$ cat config.mk
export PLATFORM = sky130hd
export DESIGN_NAME = timer_expiry_queue_top
export DESIGN_NICKNAME = d
export VERILOG_FILES = /design/src/rtl/core/tmq_pkg.sv /design/src/rtl/core/tmq_front.sv /design/src/rtl/core/tmq_back.sv /design/src/rtl/core/timer_expiry_queue_top.sv
export VERILOG_INCLUDE_DIRS = /design/src /design/src/rtl/core
export SDC_FILE = /design/constraint.sdc
export NUM_CORES = 2
export LEC_CHECK = 0
export BUFFER_PORTS_ARGS = -buffer_cell sky130_fd_sc_hd__buf_2
export CORE_ASPECT_RATIO = 2
export CORE_MARGIN = 2
export CORE_UTILIZATION = 40
export DETAILED_ROUTE_END_ITERATION = 12
export GPL_TIMING_DRIVEN = 1
export SLEW_MARGIN = 25
export SYNTH_ARGS = -nofsm -noshare
export SYNTH_HDL_FRONTEND = slang
export SYNTH_SLANG_ARGS = --single-unit
export TNS_END_PERCENT = 100
$ cat constraint.sdc
create_clock -name clock -period 16.7 [get_ports clock]
set_input_delay 2.505 -clock clock [delete_from_list [all_inputs] [get_ports clock]]
set_output_delay 2.505 -clock clock [all_outputs]
set_load 0.02 [all_outputs]
$ cat src/rtl/core/timer_expiry_queue_top_defines.svh
// ---------------------------------------------------------------------------
// Timer expiry queue assertion macros
// Concurrent check macros used at the end of the top level.
// ---------------------------------------------------------------------------
`ifndef TIMER_EXPIRY_QUEUE_TOP_DEFINES_SVH
`define TIMER_EXPIRY_QUEUE_TOP_DEFINES_SVH
`ifndef SYNTH
`define TMQ_ASSERT_IMPL(name, cond, prop) \
   name: assert property (@(posedge clock) disable iff (reset) (cond) |-> (prop)) \
      else $error("tmq check failed");
`define TMQ_ASSERT_NEXT(name, cond, prop) \
   name: assert property (@(posedge clock) disable iff (reset) (cond) |=> (prop)) \
      else $error("tmq check failed");
`else
`define TMQ_ASSERT_IMPL(name, cond, prop)
`define TMQ_ASSERT_NEXT(name, cond, prop)
`endif
`endif

$ cat src/rtl/core/tmq_pkg.sv
// ---------------------------------------------------------------------------
// Timer expiry queue package
// Sizes, codes and shared types of the timer expiry queue.
// ---------------------------------------------------------------------------
package tmq_pkg;
   localparam int NUM_TIMERS = 16;
   localparam int TIME_BITS  = 48;
   localparam int SLOT_W     = $clog2(NUM_TIMERS);
   localparam int CNT_W      = SLOT_W + 1;
   localparam int HSLOT_W    = 4;
   localparam int GEN_W      = 8;
   localparam int STATUS_W   = 3;
   localparam int ACTION_W   = 2;
   localparam int REQ_FIELDS_W = HSLOT_W + GEN_W + 2 * TIME_BITS;
   localparam int REQ_DATA_W = ((REQ_FIELDS_W + 7) / 8) * 8;
   localparam int RSP_FIELDS_W = STATUS_W + HSLOT_W + GEN_W + 3 + TIME_BITS;
   localparam int RSP_DATA_W = ((RSP_FIELDS_W + 7) / 8) * 8;

   localparam logic [ACTION_W-1:0] ACT_ADD    = 2'd0;
   localparam logic [ACTION_W-1:0] ACT_CANCEL = 2'd1;
   localparam logic [ACTION_W-1:0] ACT_TICK   = 2'd2;

   localparam logic [STATUS_W-1:0] STATUS_ADDED     = 3'd0;
   localparam logic [STATUS_W-1:0] STATUS_FULL      = 3'd1;
   localparam logic [STATUS_W-1:0] STATUS_CANCELLED = 3'd2;
   localparam logic [STATUS_W-1:0] STATUS_NOT_FOUND = 3'd3;
   localparam logic [STATUS_W-1:0] STATUS_FIRED     = 3'd4;
   localparam logic [STATUS_W-1:0] STATUS_NONE_DUE  = 3'd5;

   typedef struct packed {
      logic [ACTION_W-1:0]  action;
      logic [HSLOT_W-1:0]   slot;
      logic [GEN_W-1:0]     gen;
      logic [TIME_BITS-1:0] time_val;
      logic [TIME_BITS-1:0] period;
   } cmd_type;

   typedef struct packed {
      logic    valid;
      cmd_type cmd;
   } queue_type;

   typedef enum logic [2:0] {
      ST_IDLE, ST_ADD_SCAN, ST_ADD_DO, ST_CANCEL, ST_TICK_SEL, ST_RELOAD,
      ST_NEXT_SCAN, ST_EMIT
   } state_type;
endpackage

$ cat src/rtl/core/tmq_front.sv
// ---------------------------------------------------------------------------
// Timer expiry queue front end
// Accepts request words, drops unused actions and queues commands (2 deep).
// ---------------------------------------------------------------------------
module tmq_front (
   input  logic                            clock,
   input  logic                            reset,
   input  logic                            req_tvalid,
   output logic                            req_tready,
   // slot[3:0], generation[11:4], time_value, period, zero fill
   input  logic [tmq_pkg::REQ_DATA_W-1:0]  req_tdata,
   // action[1:0]
   input  logic [tmq_pkg::ACTION_W-1:0]    req_tuser,
   output tmq_pkg::queue_type              queue_out,
   input  logic                            pop
);
   localparam int TB = tmq_pkg::TIME_BITS;
   localparam int TOFS = tmq_pkg::HSLOT_W + tmq_pkg::GEN_W;

   tmq_pkg::cmd_type ent_ff [2];
   logic       wr_ptr_ff, rd_ptr_ff;
   logic [1:0] count_ff;
   tmq_pkg::cmd_type cmd;
   logic push, do_pop;

   always_comb begin
      cmd.action   = req_tuser;
      cmd.slot     = req_tdata[tmq_pkg::HSLOT_W-1:0];
      cmd.gen      = req_tdata[tmq_pkg::HSLOT_W +: tmq_pkg::GEN_W];
      cmd.time_val = req_tdata[TOFS +: TB];
      cmd.period   = req_tdata[TOFS + TB +: TB];
   end

   assign req_tready = (count_ff != 2'd2);
   // drop the unused action code
   assign push = req_tvalid && req_tready && (req_tuser == tmq_pkg::ACT_ADD ||
                 req_tuser == tmq_pkg::ACT_CANCEL || req_tuser == tmq_pkg::ACT_TICK);
   assign do_pop = pop && (count_ff != 2'd0);

   assign queue_out.valid = (count_ff != 2'd0);
   assign queue_out.cmd   = ent_ff[rd_ptr_ff];

   always_ff @(posedge clock) begin
      if (reset) begin
         wr_ptr_ff <= 1'b0;
         rd_ptr_ff <= 1'b0;
         count_ff  <= 2'd0;
      end else begin
         if (push) wr_ptr_ff <= ~wr_ptr_ff;
         if (do_pop) rd_ptr_ff <= ~rd_ptr_ff;
         count_ff <= count_ff + {1'b0, push} - {1'b0, do_pop};
      end
   end

   always_ff @(posedge clock) begin
      if (push) ent_ff[wr_ptr_ff] <= cmd;
   end
endmodule

$ cat src/rtl/core/tmq_back.sv
// ---------------------------------------------------------------------------
// Timer expiry queue back end
// Holds the timer table, runs add, cancel and tick commands, emits results.
// ---------------------------------------------------------------------------
module tmq_back (
   input  logic                            clock,
   input  logic                            reset,
   input  tmq_pkg::queue_type              queue_in,
   output logic                            pop,
   output logic                            rsp_tvalid,
   input  logic                            rsp_tready,
   // status[2:0], slot[6:3], generation[14:7], was_periodic, earliest_changed,
   // next_deadline, next_valid, zero fill
   output logic [tmq_pkg::RSP_DATA_W-1:0]  rsp_tdata,
   output logic                            rsp_tlast
);
   localparam int N  = tmq_pkg::NUM_TIMERS;
   localparam int SW = tmq_pkg::SLOT_W;
   localparam int CW = tmq_pkg::CNT_W;
   localparam int TB = tmq_pkg::TIME_BITS;
   localparam int GW = tmq_pkg::GEN_W;

   tmq_pkg::state_type state_ff, state_in;
   tmq_pkg::cmd_type   cmd_ff, cmd_in;
   logic [SW-1:0] idx_ff, idx_in, pick_ff, pick_in, k_ff, k_in;
   logic          any_ff, any_in, found_ff, found_in;
   logic [TB-1:0] best_ff, best_in;
   logic [N-1:0]  picked_ff, picked_in, live_ff, live_in;
   logic [CW-1:0] n_ff, n_in;
   logic [SW-1:0] order_ff [N];
   logic [GW-1:0] gen_ff [N];
   logic [TB-1:0] deadline_ff [N];
   logic [TB-1:0] period_ff [N];
   logic [tmq_pkg::STATUS_W-1:0] res_status_ff, res_status_in;
   logic [tmq_pkg::HSLOT_W-1:0]  res_slot_ff, res_slot_in;
   logic [GW-1:0] res_gen_ff, res_gen_in;
   logic          res_chg_ff, res_chg_in;
   logic          out_valid_ff, out_valid_in, out_last_ff, out_last_in;
   logic [tmq_pkg::RSP_FIELDS_W-1:0] out_data_ff, out_data_in;

   logic [SW-1:0] rd_idx, ord_k;
   logic [TB-1:0] rd_dl, rd_per, reload_dl;
   logic [TB:0]   reload_sum;
   logic [GW-1:0] rd_gen;
   logic          rd_live, scan_last, out_free, sel_cand, sel_better, k_last;
   logic          pass_found, cancel_hit, add_chg;
   logic [SW-1:0] pass_pick;
   logic          dl_we, gen_we;
   logic [SW-1:0] wr_idx;
   logic [TB-1:0] dl_wdata;
   logic [GW-1:0] gen_wdata;
   logic [tmq_pkg::STATUS_W-1:0] o_status;
   logic [tmq_pkg::HSLOT_W-1:0]  o_slot;
   logic [GW-1:0] o_gen;
   logic          o_per, o_chg;

   assign ord_k = order_ff[k_ff];

   always_comb begin
      unique case (state_ff)
         tmq_pkg::ST_ADD_DO:  rd_idx = pick_ff;
         tmq_pkg::ST_CANCEL:  rd_idx = SW'(cmd_ff.slot);
         tmq_pkg::ST_RELOAD,
         tmq_pkg::ST_EMIT:    rd_idx = ord_k;
         default:             rd_idx = idx_ff;
      endcase
   end

   assign rd_dl   = deadline_ff[rd_idx];
   assign rd_per  = period_ff[rd_idx];
   assign rd_gen  = gen_ff[rd_idx];
   assign rd_live = live_ff[rd_idx];

   assign scan_last  = (idx_ff == SW'(N - 1));
   assign k_last     = ({1'b0, k_ff} == n_ff - CW'(1));
   assign out_free   = !out_valid_ff || rsp_tready;
   assign sel_cand   = rd_live && (rd_dl <= cmd_ff.time_val) && !picked_ff[idx_ff];
   assign sel_better = !found_ff || (rd_dl < best_ff);
   assign pass_found = found_ff || sel_cand;
   assign pass_pick  = (sel_cand && sel_better) ? idx_ff : pick_ff;
   assign cancel_hit = (int'(cmd_ff.slot) < N) && rd_live && (rd_gen == cmd_ff.gen);
   assign add_chg    = !any_ff || (cmd_ff.time_val < best_ff);
   // saturate the reload at the largest time value
   assign reload_sum = {1'b0, cmd_ff.time_val} + {1'b0, rd_per};
   assign reload_dl  = reload_sum[TB] ? {TB{1'b1}} : reload_sum[TB-1:0];

   // next state
   always_comb begin
      state_in = state_ff;
      unique case (state_ff)
         tmq_pkg::ST_IDLE: begin
            if (queue_in.valid) begin
               priority case (queue_in.cmd.action)
                  tmq_pkg::ACT_ADD:    state_in = tmq_pkg::ST_ADD_SCAN;
                  tmq_pkg::ACT_CANCEL: state_in = tmq_pkg::ST_CANCEL;
                  default:             state_in = tmq_pkg::ST_TICK_SEL;
               endcase
            end
         end
         tmq_pkg::ST_ADD_SCAN: if (scan_last) state_in = tmq_pkg::ST_ADD_DO;
         tmq_pkg::ST_ADD_DO:   state_in = tmq_pkg::ST_EMIT;
         tmq_pkg::ST_CANCEL:   state_in = tmq_pkg::ST_NEXT_SCAN;
         tmq_pkg::ST_TICK_SEL: begin
            if (scan_last && !pass_found)
               state_in = (n_ff == '0) ? tmq_pkg::ST_NEXT_SCAN : tmq_pkg::ST_RELOAD;
         end
         tmq_pkg::ST_RELOAD:    if (k_last) state_in = tmq_pkg::ST_NEXT_SCAN;
         tmq_pkg::ST_NEXT_SCAN: if (scan_last) state_in = tmq_pkg::ST_EMIT;
         tmq_pkg::ST_EMIT: begin
            if (out_free && (n_ff == '0 || k_last)) state_in = tmq_pkg::ST_IDLE;
         end
         default: state_in = tmq_pkg::ST_IDLE;
      endcase
   end

   // datapath and outputs
   always_comb begin
      cmd_in = cmd_ff;       idx_in = idx_ff;     pick_in = pick_ff;  k_in = k_ff;
      any_in = any_ff;       found_in = found_ff; best_in = best_ff;
      picked_in = picked_ff; live_in = live_ff;   n_in = n_ff;
      res_status_in = res_status_ff; res_slot_in = res_slot_ff;
      res_gen_in = res_gen_ff;       res_chg_in = res_chg_ff;
      out_valid_in = out_valid_ff && !rsp_tready;
      out_last_in = out_last_ff;     out_data_in = out_data_ff;
      pop = 1'b0;
      dl_we = 1'b0; gen_we = 1'b0; wr_idx = rd_idx;
      dl_wdata = cmd_ff.time_val; gen_wdata = rd_gen + GW'(1);
      o_status = res_status_ff; o_slot = res_slot_ff; o_gen = res_gen_ff;
      o_per = 1'b0; o_chg = res_chg_ff;
      unique case (state_ff)
         tmq_pkg::ST_IDLE: begin
            if (queue_in.valid) begin
               pop = 1'b1;
               cmd_in = queue_in.cmd;
               idx_in = '0; any_in = 1'b0; found_in = 1'b0;
               picked_in = '0; n_in = '0; k_in = '0;
            end
         end
         tmq_pkg::ST_ADD_SCAN: begin
            if (rd_live && (!any_ff || rd_dl < best_ff)) begin
               any_in = 1'b1;
               best_in = rd_dl;
            end
            if (!rd_live && !found_ff) begin
               found_in = 1'b1;
               pick_in = idx_ff;
            end
            idx_in = scan_last ? '0 : idx_ff + SW'(1);
         end
         tmq_pkg::ST_ADD_DO: begin
            if (found_ff) begin
               dl_we = 1'b1; gen_we = 1'b1; wr_idx = pick_ff;
               live_in[pick_ff] = 1'b1;
               res_status_in = tmq_pkg::STATUS_ADDED;
               res_slot_in = tmq_pkg::HSLOT_W'(pick_ff);
               res_gen_in = gen_wdata;
               res_chg_in = add_chg;
               any_in = 1'b1;
               if (add_chg) best_in = cmd_ff.time_val;
            end else begin
               res_status_in = tmq_pkg::STATUS_FULL;
               res_slot_in = '0; res_gen_in = '0; res_chg_in = 1'b0;
            end
         end
         tmq_pkg::ST_CANCEL: begin
            res_status_in = cancel_hit ? tmq_pkg::STATUS_CANCELLED : tmq_pkg::STATUS_NOT_FOUND;
            res_slot_in = cmd_ff.slot; res_gen_in = cmd_ff.gen; res_chg_in = 1'b0;
            if (cancel_hit) live_in[rd_idx] = 1'b0;
            idx_in = '0; any_in = 1'b0;
         end
         tmq_pkg::ST_TICK_SEL: begin
            if (sel_cand && sel_better) begin
               found_in = 1'b1;
               pick_in = idx_ff;
               best_in = rd_dl;
            end
            idx_in = scan_last ? '0 : idx_ff + SW'(1);
            if (scan_last) begin
               found_in = 1'b0;
               if (pass_found) begin
                  picked_in[pass_pick] = 1'b1;
                  n_in = n_ff + CW'(1);
               end else begin
                  any_in = 1'b0; k_in = '0;
                  res_status_in = tmq_pkg::STATUS_NONE_DUE;
                  res_slot_in = '0; res_gen_in = '0; res_chg_in = 1'b0;
               end
            end
         end
         tmq_pkg::ST_RELOAD: begin
            if (rd_per != '0) begin
               dl_we = 1'b1;
               dl_wdata = reload_dl;
            end else begin
               live_in[rd_idx] = 1'b0;
            end
            k_in = k_last ? '0 : k_ff + SW'(1);
            if (k_last) begin
               idx_in = '0; any_in = 1'b0;
            end
         end
         tmq_pkg::ST_NEXT_SCAN: begin
            if (rd_live && (!any_ff || rd_dl < best_ff)) begin
               any_in = 1'b1;
               best_in = rd_dl;
            end
            idx_in = scan_last ? '0 : idx_ff + SW'(1);
         end
         tmq_pkg::ST_EMIT: begin
            if (n_ff != '0) begin
               o_status = tmq_pkg::STATUS_FIRED;
               o_slot = tmq_pkg::HSLOT_W'(ord_k);
               o_gen = rd_gen;
               o_per = (rd_per != '0);
               o_chg = 1'b0;
            end
            if (out_free) begin
               out_valid_in = 1'b1;
               out_last_in = (n_ff == '0) || k_last;
               out_data_in = {any_ff, any_ff ? best_ff : {TB{1'b0}}, o_chg, o_per,
                              o_gen, o_slot, o_status};
               k_in = k_ff + SW'(1);
            end
         end
         default: ;
      endcase
   end

   always_ff @(posedge clock) begin
      if (reset) begin
         state_ff <= tmq_pkg::ST_IDLE;
         live_ff <= '0;
         out_valid_ff <= 1'b0;
         for (int i = 0; i < N; i++) gen_ff[i] <= '0;
      end else begin
         state_ff <= state_in;
         live_ff <= live_in;
         out_valid_ff <= out_valid_in;
         if (gen_we) gen_ff[wr_idx] <= gen_wdata;
      end
   end

   always_ff @(posedge clock) begin
      cmd_ff <= cmd_in;     idx_ff <= idx_in;     pick_ff <= pick_in;  k_ff <= k_in;
      any_ff <= any_in;     found_ff <= found_in; best_ff <= best_in;
      picked_ff <= picked_in; n_ff <= n_in;
      res_status_ff <= res_status_in; res_slot_ff <= res_slot_in;
      res_gen_ff <= res_gen_in;       res_chg_ff <= res_chg_in;
      out_last_ff <= out_last_in;     out_data_ff <= out_data_in;
      if (state_ff == tmq_pkg::ST_TICK_SEL && scan_last && pass_found)
         order_ff[n_ff[SW-1:0]] <= pass_pick;
      if (dl_we) deadline_ff[wr_idx] <= dl_wdata;
      if (state_ff == tmq_pkg::ST_ADD_DO && found_ff) period_ff[pick_ff] <= cmd_ff.period;
   end

   assign rsp_tvalid = out_valid_ff;
   assign rsp_tlast  = out_last_ff;
   assign rsp_tdata  = tmq_pkg::RSP_DATA_W'(out_data_ff);
endmodule

$ cat src/rtl/core/timer_expiry_queue_top.sv
// Add, cancel and tick commands run slot-serial scans over the timer table.
// One command is executed at a time; results leave one per cycle from a register
// while rsp_tready is high; a 2-deep command queue absorbs arrivals.
// Reset: synchronous, active high; clears state, live bits, generations and the
// output valid; other control registers are not reset.
// ---------------------------------------------------------------------------
// Timer expiry queue top level
// Ordered timer table with add, cancel and tick commands on stream ports.
// ---------------------------------------------------------------------------
`include "timer_expiry_queue_top_defines.svh"
module timer_expiry_queue_top (
   input  logic                            clock,
   input  logic                            reset,
   input  logic                            req_tvalid,
   output logic                            req_tready,
   // slot[3:0], generation[11:4], time_value[59:12], period[107:60], zero fill
   input  logic [tmq_pkg::REQ_DATA_W-1:0]  req_tdata,
   // action[1:0]
   input  logic [tmq_pkg::ACTION_W-1:0]    req_tuser,
   output logic                            rsp_tvalid,
   input  logic                            rsp_tready,
   // status[2:0], slot[6:3], generation[14:7], was_periodic[15],
   // earliest_changed[16], next_deadline[64:17], next_valid[65], zero fill
   output logic [tmq_pkg::RSP_DATA_W-1:0]  rsp_tdata,
   output logic                            rsp_tlast
);
   tmq_pkg::queue_type queue;
   logic pop;

   tmq_front u_front (
      .clock(clock), .reset(reset),
      .req_tvalid(req_tvalid), .req_tready(req_tready),
      .req_tdata(req_tdata), .req_tuser(req_tuser),
      .queue_out(queue), .pop(pop)
   );

   tmq_back u_back (
      .clock(clock), .reset(reset),
      .queue_in(queue), .pop(pop),
      .rsp_tvalid(rsp_tvalid), .rsp_tready(rsp_tready),
      .rsp_tdata(rsp_tdata), .rsp_tlast(rsp_tlast)
   );

   localparam int NV = tmq_pkg::STATUS_W + tmq_pkg::HSLOT_W + tmq_pkg::GEN_W + 2
                       + tmq_pkg::TIME_BITS;
   logic [tmq_pkg::STATUS_W-1:0] chk_status;
   logic chk_chg, chk_next_valid;
   assign chk_status     = rsp_tdata[tmq_pkg::STATUS_W-1:0];
   assign chk_chg        = rsp_tdata[tmq_pkg::STATUS_W + tmq_pkg::HSLOT_W + tmq_pkg::GEN_W + 1];
   assign chk_next_valid = rsp_tdata[NV];

   `TMQ_ASSERT_IMPL(a_added_live, rsp_tvalid && chk_status == tmq_pkg::STATUS_ADDED, chk_next_valid)
   `TMQ_ASSERT_IMPL(a_single_last, rsp_tvalid && chk_status != tmq_pkg::STATUS_FIRED, rsp_tlast)
   `TMQ_ASSERT_IMPL(a_chg_on_add, rsp_tvalid && chk_chg, chk_status == tmq_pkg::STATUS_ADDED)
endmodule
# Word level (Yosys, flattened, before mapping)

Memories as Yosys holds them, arrays and structs flattened. A register that Yosys moved wholly into a read port is not among the register bits.
Cells that the tools add are included.

Order comparisons: 10
Reduce and logical (&&, ||, !) cells: 65
Bitwise gates (word level): 6
Add/subtract/negate cells: 8
Mux-type cells: 107
Eq/ne operators: 32

Operators by type and width:

| operator           | number |
|---|---|
| $mux 48            | 7 |
| $pmux 48 s3        | 1 |
| $lt 48x48->1       | 2 |
| $mux 16            | 6 |
| $mux 4             | 15 |
| $add 48x48->49     | 1 |
| $le 48x48->1       | 1 |
| $pmux 16 s3        | 1 |
| $reduce_bool 48->1 | 1 |
| $mux 1             | 40 |
| $mux 8             | 5 |
| $or 16x16->16      | 2 |
| $pmux 16 s2        | 1 |
| $pmux 4 s4         | 2 |
| $ne 2x1->1 const B | 14 |
| $mux 3             | 8 |
| $pmux 3 s8         | 1 |
| $pmux 4 s3         | 2 |
| $pmux 8 s3         | 1 |
| $lt 4x5->1 const B | 4 |
| $logic_and 1x1->1  | 18 |
| $and 16x16->16     | 1 |
| $not 16->16        | 1 |
| $mux 5             | 3 |
| other kinds (47)   | 90 |

Output and inout port bits: 75
Memories kept: 5
Bits in registers: 298
Memory bits (writable): 1,948

Memory list:

| memory             | words | bits a word | rd ports | clocked after Yosys merged registers in | write ports | line            | text |
|---|---|---|---|---|---|---|---|
| u_back.deadline_ff | 16    | 48          | 1        | 0                                       | 1           | tmq_back.sv:32  | `logic [TB-1:0] deadline_ff [N];` |
| u_back.period_ff   | 16    | 48          | 1        | 0                                       | 1           | tmq_back.sv:33  | `logic [TB-1:0] period_ff [N];` |
| u_front.ent_ff     | 2     | 110         | 1        | 1                                       | 1           | tmq_front.sv:20 | `tmq_pkg::cmd_type ent_ff [2];` |
| u_back.gen_ff      | 16    | 8           | 1        | 0                                       | 16          | tmq_back.sv:31  | `logic [GW-1:0] gen_ff [N];` |
| u_back.order_ff    | 16    | 4           | 1        | 1                                       | 1           | tmq_back.sv:30  | `logic [SW-1:0] order_ff [N];` |

# Logic depth before layout (Yosys ltp)

Word-level depth: 17
Depth in mapped cells: 35

# Hierarchy

A second synthesis with hierarchy kept.

Cell total of the unflattened synthesis: 7,133
Area, all modules: 96,563.9 um^2

Modules (own cells, without submodules):

| module    | area each (um^2) | sequential area each (um^2) | cells each | instances |
|---|---|---|---|---|
| tmq_back  | 88,383.5         | 60,598.1                    | 6,760      | 1 |
| tmq_front | 8,180.3          | 6,706.4                     | 373        | 1 |

# Worst setup path after synthesis

OpenSTA, ideal clock, no wires.

Path kind: input -> register
Start: input port req_tuser[0] (netlist bit)
End: memory u_front.ent_ff[0][0] (netlist bit), enable pin
Setup time: 0.593 ns
Path slack: 8.485 ns
Stages: 3
Arrival: 7.622 ns
Data required time: 16.107 ns
Cells stage by stage: nand2_1 -> and3_1 -> nor2b_1

Longest elaborated chain between the ends: 6
Elaborated cells between the ends (all ways): 8

RTL lines:

| what                                          | line                             | text |
|---|---|---|
| start, declared                               | timer_expiry_queue_top.sv:19     | `input logic [tmq_pkg::ACTION_W-1:0] req_tuser,` |
| $eq 2x1->1 or $logic_not 2->1 (tied branches) | tmq_front.sv:37, tmq_front.sv:36 |  |
| $logic_or 1x1->1                              | tmq_front.sv:36                  | `assign push = req_tvalid && req_tready && (req_tuser == tmq_pkg::ACT_ADD \|\|` |
| $logic_or 1x1->1 (*)                          | tmq_front.sv:37                  | `req_tuser == tmq_pkg::ACT_CANCEL \|\| req_tuser == tmq_pkg::ACT_TICK);` |
| $logic_and 1x1->1 (*)                         | tmq_front.sv:36                  |  |
| named net u_front.push                        | tmq_front.sv:24                  | `logic push, do_pop;` |
| $mux 1 (*)                                    | tmq_front.sv:56                  | `if (push) ent_ff[wr_ptr_ff] <= cmd;` |
| $mux 1 (not written as such) (*)              | tmq_front.sv:56                  |  |
| end, declared                                 | tmq_front.sv:20                  |  |

The timed path passes the listed nets; every way through them passes the cells marked *.

==> out/qor.csv <==
stage;metric;value;unit
timing;final critical delay including setup and external delays;10.59;ns
drt;iteration-0 DRC count of the detailed router;5422;
synth;fraction of the yosys area taken by sequential cells;0.703;
hold_path;Min-Delay Path Class;reg2reg;
worst_setup_path;nature of the critical path startpoint;flip-flop;
worst_setup_path;maximum fanout encountered on the critical timing path;124;
grt;number of antenna violations at the first check in global routing;18;
drt;routed wire length;288000;um
finish;growth of design area from synthesis to finish;11.6;%
place;placed wire-length estimate;178000;um
finish;fraction of layout cells with a size suffix above 1;0.122;
timing;count of endpoints failing hold in the final timing report;0;
cts;clock slew seen by the registers of the worst setup and hold paths;0.07;ns
cts;number of gates resized after CTS;0;
cts;maximum count of clock buffers along a single path;4;
timing;post-route setup TNS;0;ns
timing;highest achievable clock rate;0.0945;GHz
cts;CTS tree;built;
finish;most common cell after layout, fill and taps aside;sky130_fd_sc_hd__edfxtp_1;
drt;Initial DRT Pass Iterations;8;
synth;count of synthesis-stage warnings from yosys;0;
floorplan;Die Y;696;um
cts;Root Buffer;sky130_fd_sc_hd__clkbuf_16;
job;# Max-Cap Violations;0;
place;worst slack at placement;6.26;ns
timing;Final Slew Violations;0;
finish;highest-count cells in the layout ignoring fill and taps;sky130_fd_sc_hd__edfxtp_1 (2,222), sky130_fd_sc_hd__nand2_1 (1,324), sky130_fd_sc_hd__nand3_1 (585), sky130_fd_sc_hd__nor2_1 (327), sky130_fd_sc_hd__a21oi_1 (297);
grt;via count of the first global-routing pass;60135;
hold_path;start point of the worst min-delay path;u_back.live_ff[4];
drt;Vias per Instance;5.71;
place;Buffers on Ports;182;
hold_path;Hold Path Depth;2;
floorplan;initial cell density of the core;0.401;
floorplan;core footprint;239000;um2
drt;number of antenna-violating nets in the routed design;0;
grt;first-pass GRT wire length;411000;um
worst_setup_path;arrival time of data at the critical path endpoint;11.09;ns
synth;syn_area_per_cell;13.5;um2
synth;Synth cell types;79;
synth;Post-synth EDFFs;2222;
drt;post-detailed-route wirelength per cell;27.3;um
cts;H-tree depth reported by CTS;4;
synth;combined area of all synthesized cells;95800;um2
timing;Finish-stage setup viols;0;
grt;residual overflow from global routing;0;
floorplan;IO Pins;193;
synth;post-synthesis register bit count;2251;
timing;Period Utilization, post-route;0.634;
cts;post-CTS setup buffers;0;
worst_setup_path;data required time of the worst path;17.20;ns
timing;transition time of the tightest slew-check pin;1.10;ns
place;placer congestion estimate;0.918;
finish;net count reported at finish;7529;
finish;final design instance area without fill;107000;um2
synth;Cells after Synth;7087;
drt;total number of vias;60293;
grt;overall track demand over capacity in global routing;0.232;
synth;FFs w/ async S/R, synth;0;
grt;pin count of the biggest net entering global routing;167;
worst_setup_path;R2R cell count;26;
run_status;run status;finished, final reports clean;
cts;Sink Count;2251;
floorplan;Chip Width;350;um
worst_setup_path;endpoint kind of the worst setup timing path;flip-flop;
floorplan;count of standard-cell rows;254;
timing;worst slew margin relative to its limit;0.260;
place;DP Area;100000;um2
floorplan;die area;244000;um2
timing;Final WS setup;6.11;ns
cts;total CTS buffers;201;
cts;clock latency on the worst-skew pair;0.89;ns
worst_setup_path;type of the worst setup path;reg2reg;
timing;final clock skew;0.0816;ns
cts;hold-fix buffer count after cts;0;
drt;remaining design rule violation count;0;
synth;main flop type after synthesis;sky130_fd_sc_hd__edfxtp_1;
timing;setup repair after global routing missed its margin;no;
[flip-flops by register name (all words and copies together), names as in the netlist, 5 cells and up, named ones only]
register	count
u_back.deadline_ff	768
u_back.period_ff	768
u_front.ent_ff	220
u_back.gen_ff	128
u_back.cmd_ff	108
u_back.out_data_ff	66
u_back.order_ff	64
u_back.best_ff	48
u_back.live_ff	16
u_back.picked_ff	16
u_back.res_gen_ff	8
u_back.n_ff	5
[per-stage QoR]
| step | std cells | util | hold WS [ns] |
|---|---|---|---|
| 6_report | 10567 | 0.448 | 0.501 |
| 2_1_floorplan | 7092 | - | 0.477 |
| 3_5_place_dp | 10207 | 0.421 | 0.493 |
| 5_1_grt | 10559 | 0.448 | 0.523 |
| 3_3_place_gp | 10207 | 0.421 | 0.488 |
| 4_1_cts | 10558 | 0.448 | 0.503 |
[area by class of cell]
type / instances / area (um2)
fill: 21006 / 132000
sequential: 2251 / 67300
multi-input combinational: 4316 / 26600
clock buffer: 238 / 5280
tap: 3200 / 4000
timing repair buffer: 311 / 2020
clock inverter: 113 / 1130
inverter: 129 / 484
antenna: 9 / 22.5
[final timing paths]
kind	slack [ns]	endpoint
worst min register to register	0.50	u_back.live_ff[4]
worst min-delay path	0.50	u_back.live_ff[4]
worst max register to register	6.11	u_back.deadline_ff[5][19]
worst max-delay path	6.11	u_back.deadline_ff[5][19]
[cell usage after synthesis, types with 9 or more instances]
cell	number	area share
sky130_fd_sc_hd__a21oi_1	299	0.016
sky130_fd_sc_hd__a221oi_1	50	0.0046
sky130_fd_sc_hd__dfxtp_1	29	0.0061
sky130_fd_sc_hd__a31oi_1	60	0.0039
sky130_fd_sc_hd__a32o_1	46	0.0048
sky130_fd_sc_hd__o31ai_1	10	0.00078
sky130_fd_sc_hd__mux2i_1	289	0.030
sky130_fd_sc_hd__or3_1	9	0.00059
sky130_fd_sc_hd__nor3_1	70	0.0037
sky130_fd_sc_hd__mux2_2	216	0.025
sky130_fd_sc_hd__nor2_1	337	0.013
sky130_fd_sc_hd__o21a_1	33	0.0026
sky130_fd_sc_hd__and2_1	68	0.0044
sky130_fd_sc_hd__nor2b_1	33	0.0022
sky130_fd_sc_hd__nand2b_1	42	0.0027
sky130_fd_sc_hd__and3_1	24	0.0016
sky130_fd_sc_hd__clkbuf_1	244	0.0096
sky130_fd_sc_hd__a32oi_1	27	0.0025
sky130_fd_sc_hd__inv_1	126	0.0049
sky130_fd_sc_hd__ha_1	200	0.026
sky130_fd_sc_hd__a211oi_1	32	0.0025
sky130_fd_sc_hd__edfxtp_1	2222	0.70
sky130_fd_sc_hd__o22ai_1	10	0.00065
sky130_fd_sc_hd__o21ai_0	101	0.0053
sky130_fd_sc_hd__nor4_1	20	0.0013
sky130_fd_sc_hd__buf_2	53	0.0028
sky130_fd_sc_hd__nand2_1	1326	0.052
sky130_fd_sc_hd__nand4_1	45	0.0029
sky130_fd_sc_hd__xor2_1	29	0.0027
sky130_fd_sc_hd__a22o_1	16	0.0015
sky130_fd_sc_hd__nand3_1	586	0.031
sky130_fd_sc_hd__o211ai_1	15	0.0012
sky130_fd_sc_hd__buf_4	27	0.0021
sky130_fd_sc_hd__a22oi_1	85	0.0067
sky130_fd_sc_hd__buf_1	55	0.0022
sky130_fd_sc_hd__buf_6	17	0.0020
sky130_fd_sc_hd__o22a_1	53	0.0048
sky130_fd_sc_hd__xnor2_1	42	0.0038
sky130_fd_sc_hd__a21o_1	38	0.0030
[worst max-delay path, stage by stage (launching register included)]
cell	delay, ns
sky130_fd_sc_hd__dfxtp_1	0.31
sky130_fd_sc_hd__buf_4	0.44
sky130_fd_sc_hd__mux2_2	0.41
sky130_fd_sc_hd__mux4_2	0.53
sky130_fd_sc_hd__a311oi_2	0.41
sky130_fd_sc_hd__and2_4	0.64
sky130_fd_sc_hd__buf_12	0.53
sky130_fd_sc_hd__buf_12	0.59
sky130_fd_sc_hd__mux2i_1	0.16
sky130_fd_sc_hd__a32o_1	0.27
sky130_fd_sc_hd__a221oi_1	0.53
sky130_fd_sc_hd__mux2_2	0.35
sky130_fd_sc_hd__ha_1	0.31
sky130_fd_sc_hd__a21oi_1	0.21
sky130_fd_sc_hd__nor2_1	0.09
sky130_fd_sc_hd__o31ai_1	0.37
sky130_fd_sc_hd__a21oi_1	0.22
sky130_fd_sc_hd__a211o_1	0.43
sky130_fd_sc_hd__o211a_1	0.26
sky130_fd_sc_hd__o21ai_0	0.42
sky130_fd_sc_hd__o21ai_0	0.21
sky130_fd_sc_hd__and2_1	0.22
sky130_fd_sc_hd__nand3_1	0.09
sky130_fd_sc_hd__a21boi_0	0.09
sky130_fd_sc_hd__or4_2	0.77
sky130_fd_sc_hd__buf_4	0.39
sky130_fd_sc_hd__o22a_1	0.50
[logic make-up after synthesis]
logic type | Yosys count | synth area share
other cells | 1 | 0.0000391
buf+inv | 525 | 0.0237
fa+ha+maj | 201 | 0.0263
flops | 2251 | 0.703
simple gates | 2592 | 0.118
xor+xnor | 72 | 0.00666
compound gates | 934 | 0.0659
mux | 511 | 0.0569
[layer usage]
| layer | global-route usage | vias up | wire length [um] |
|---|---|---|---|
| li1 | - | 26655 | - |
| met1 | 0.260 | 30500 | 103000 |
| met2 | 0.421 | 2437 | 150000 |
| met3 | 0.0293 | 699 | 17000 |
| met4 | 0.133 | 2 | 18200 |
| met5 | 0 | - | 20 |
Power is not shown: default switching activity piles up to over one toggle a cycle in this logic, so the estimate is an artifact.
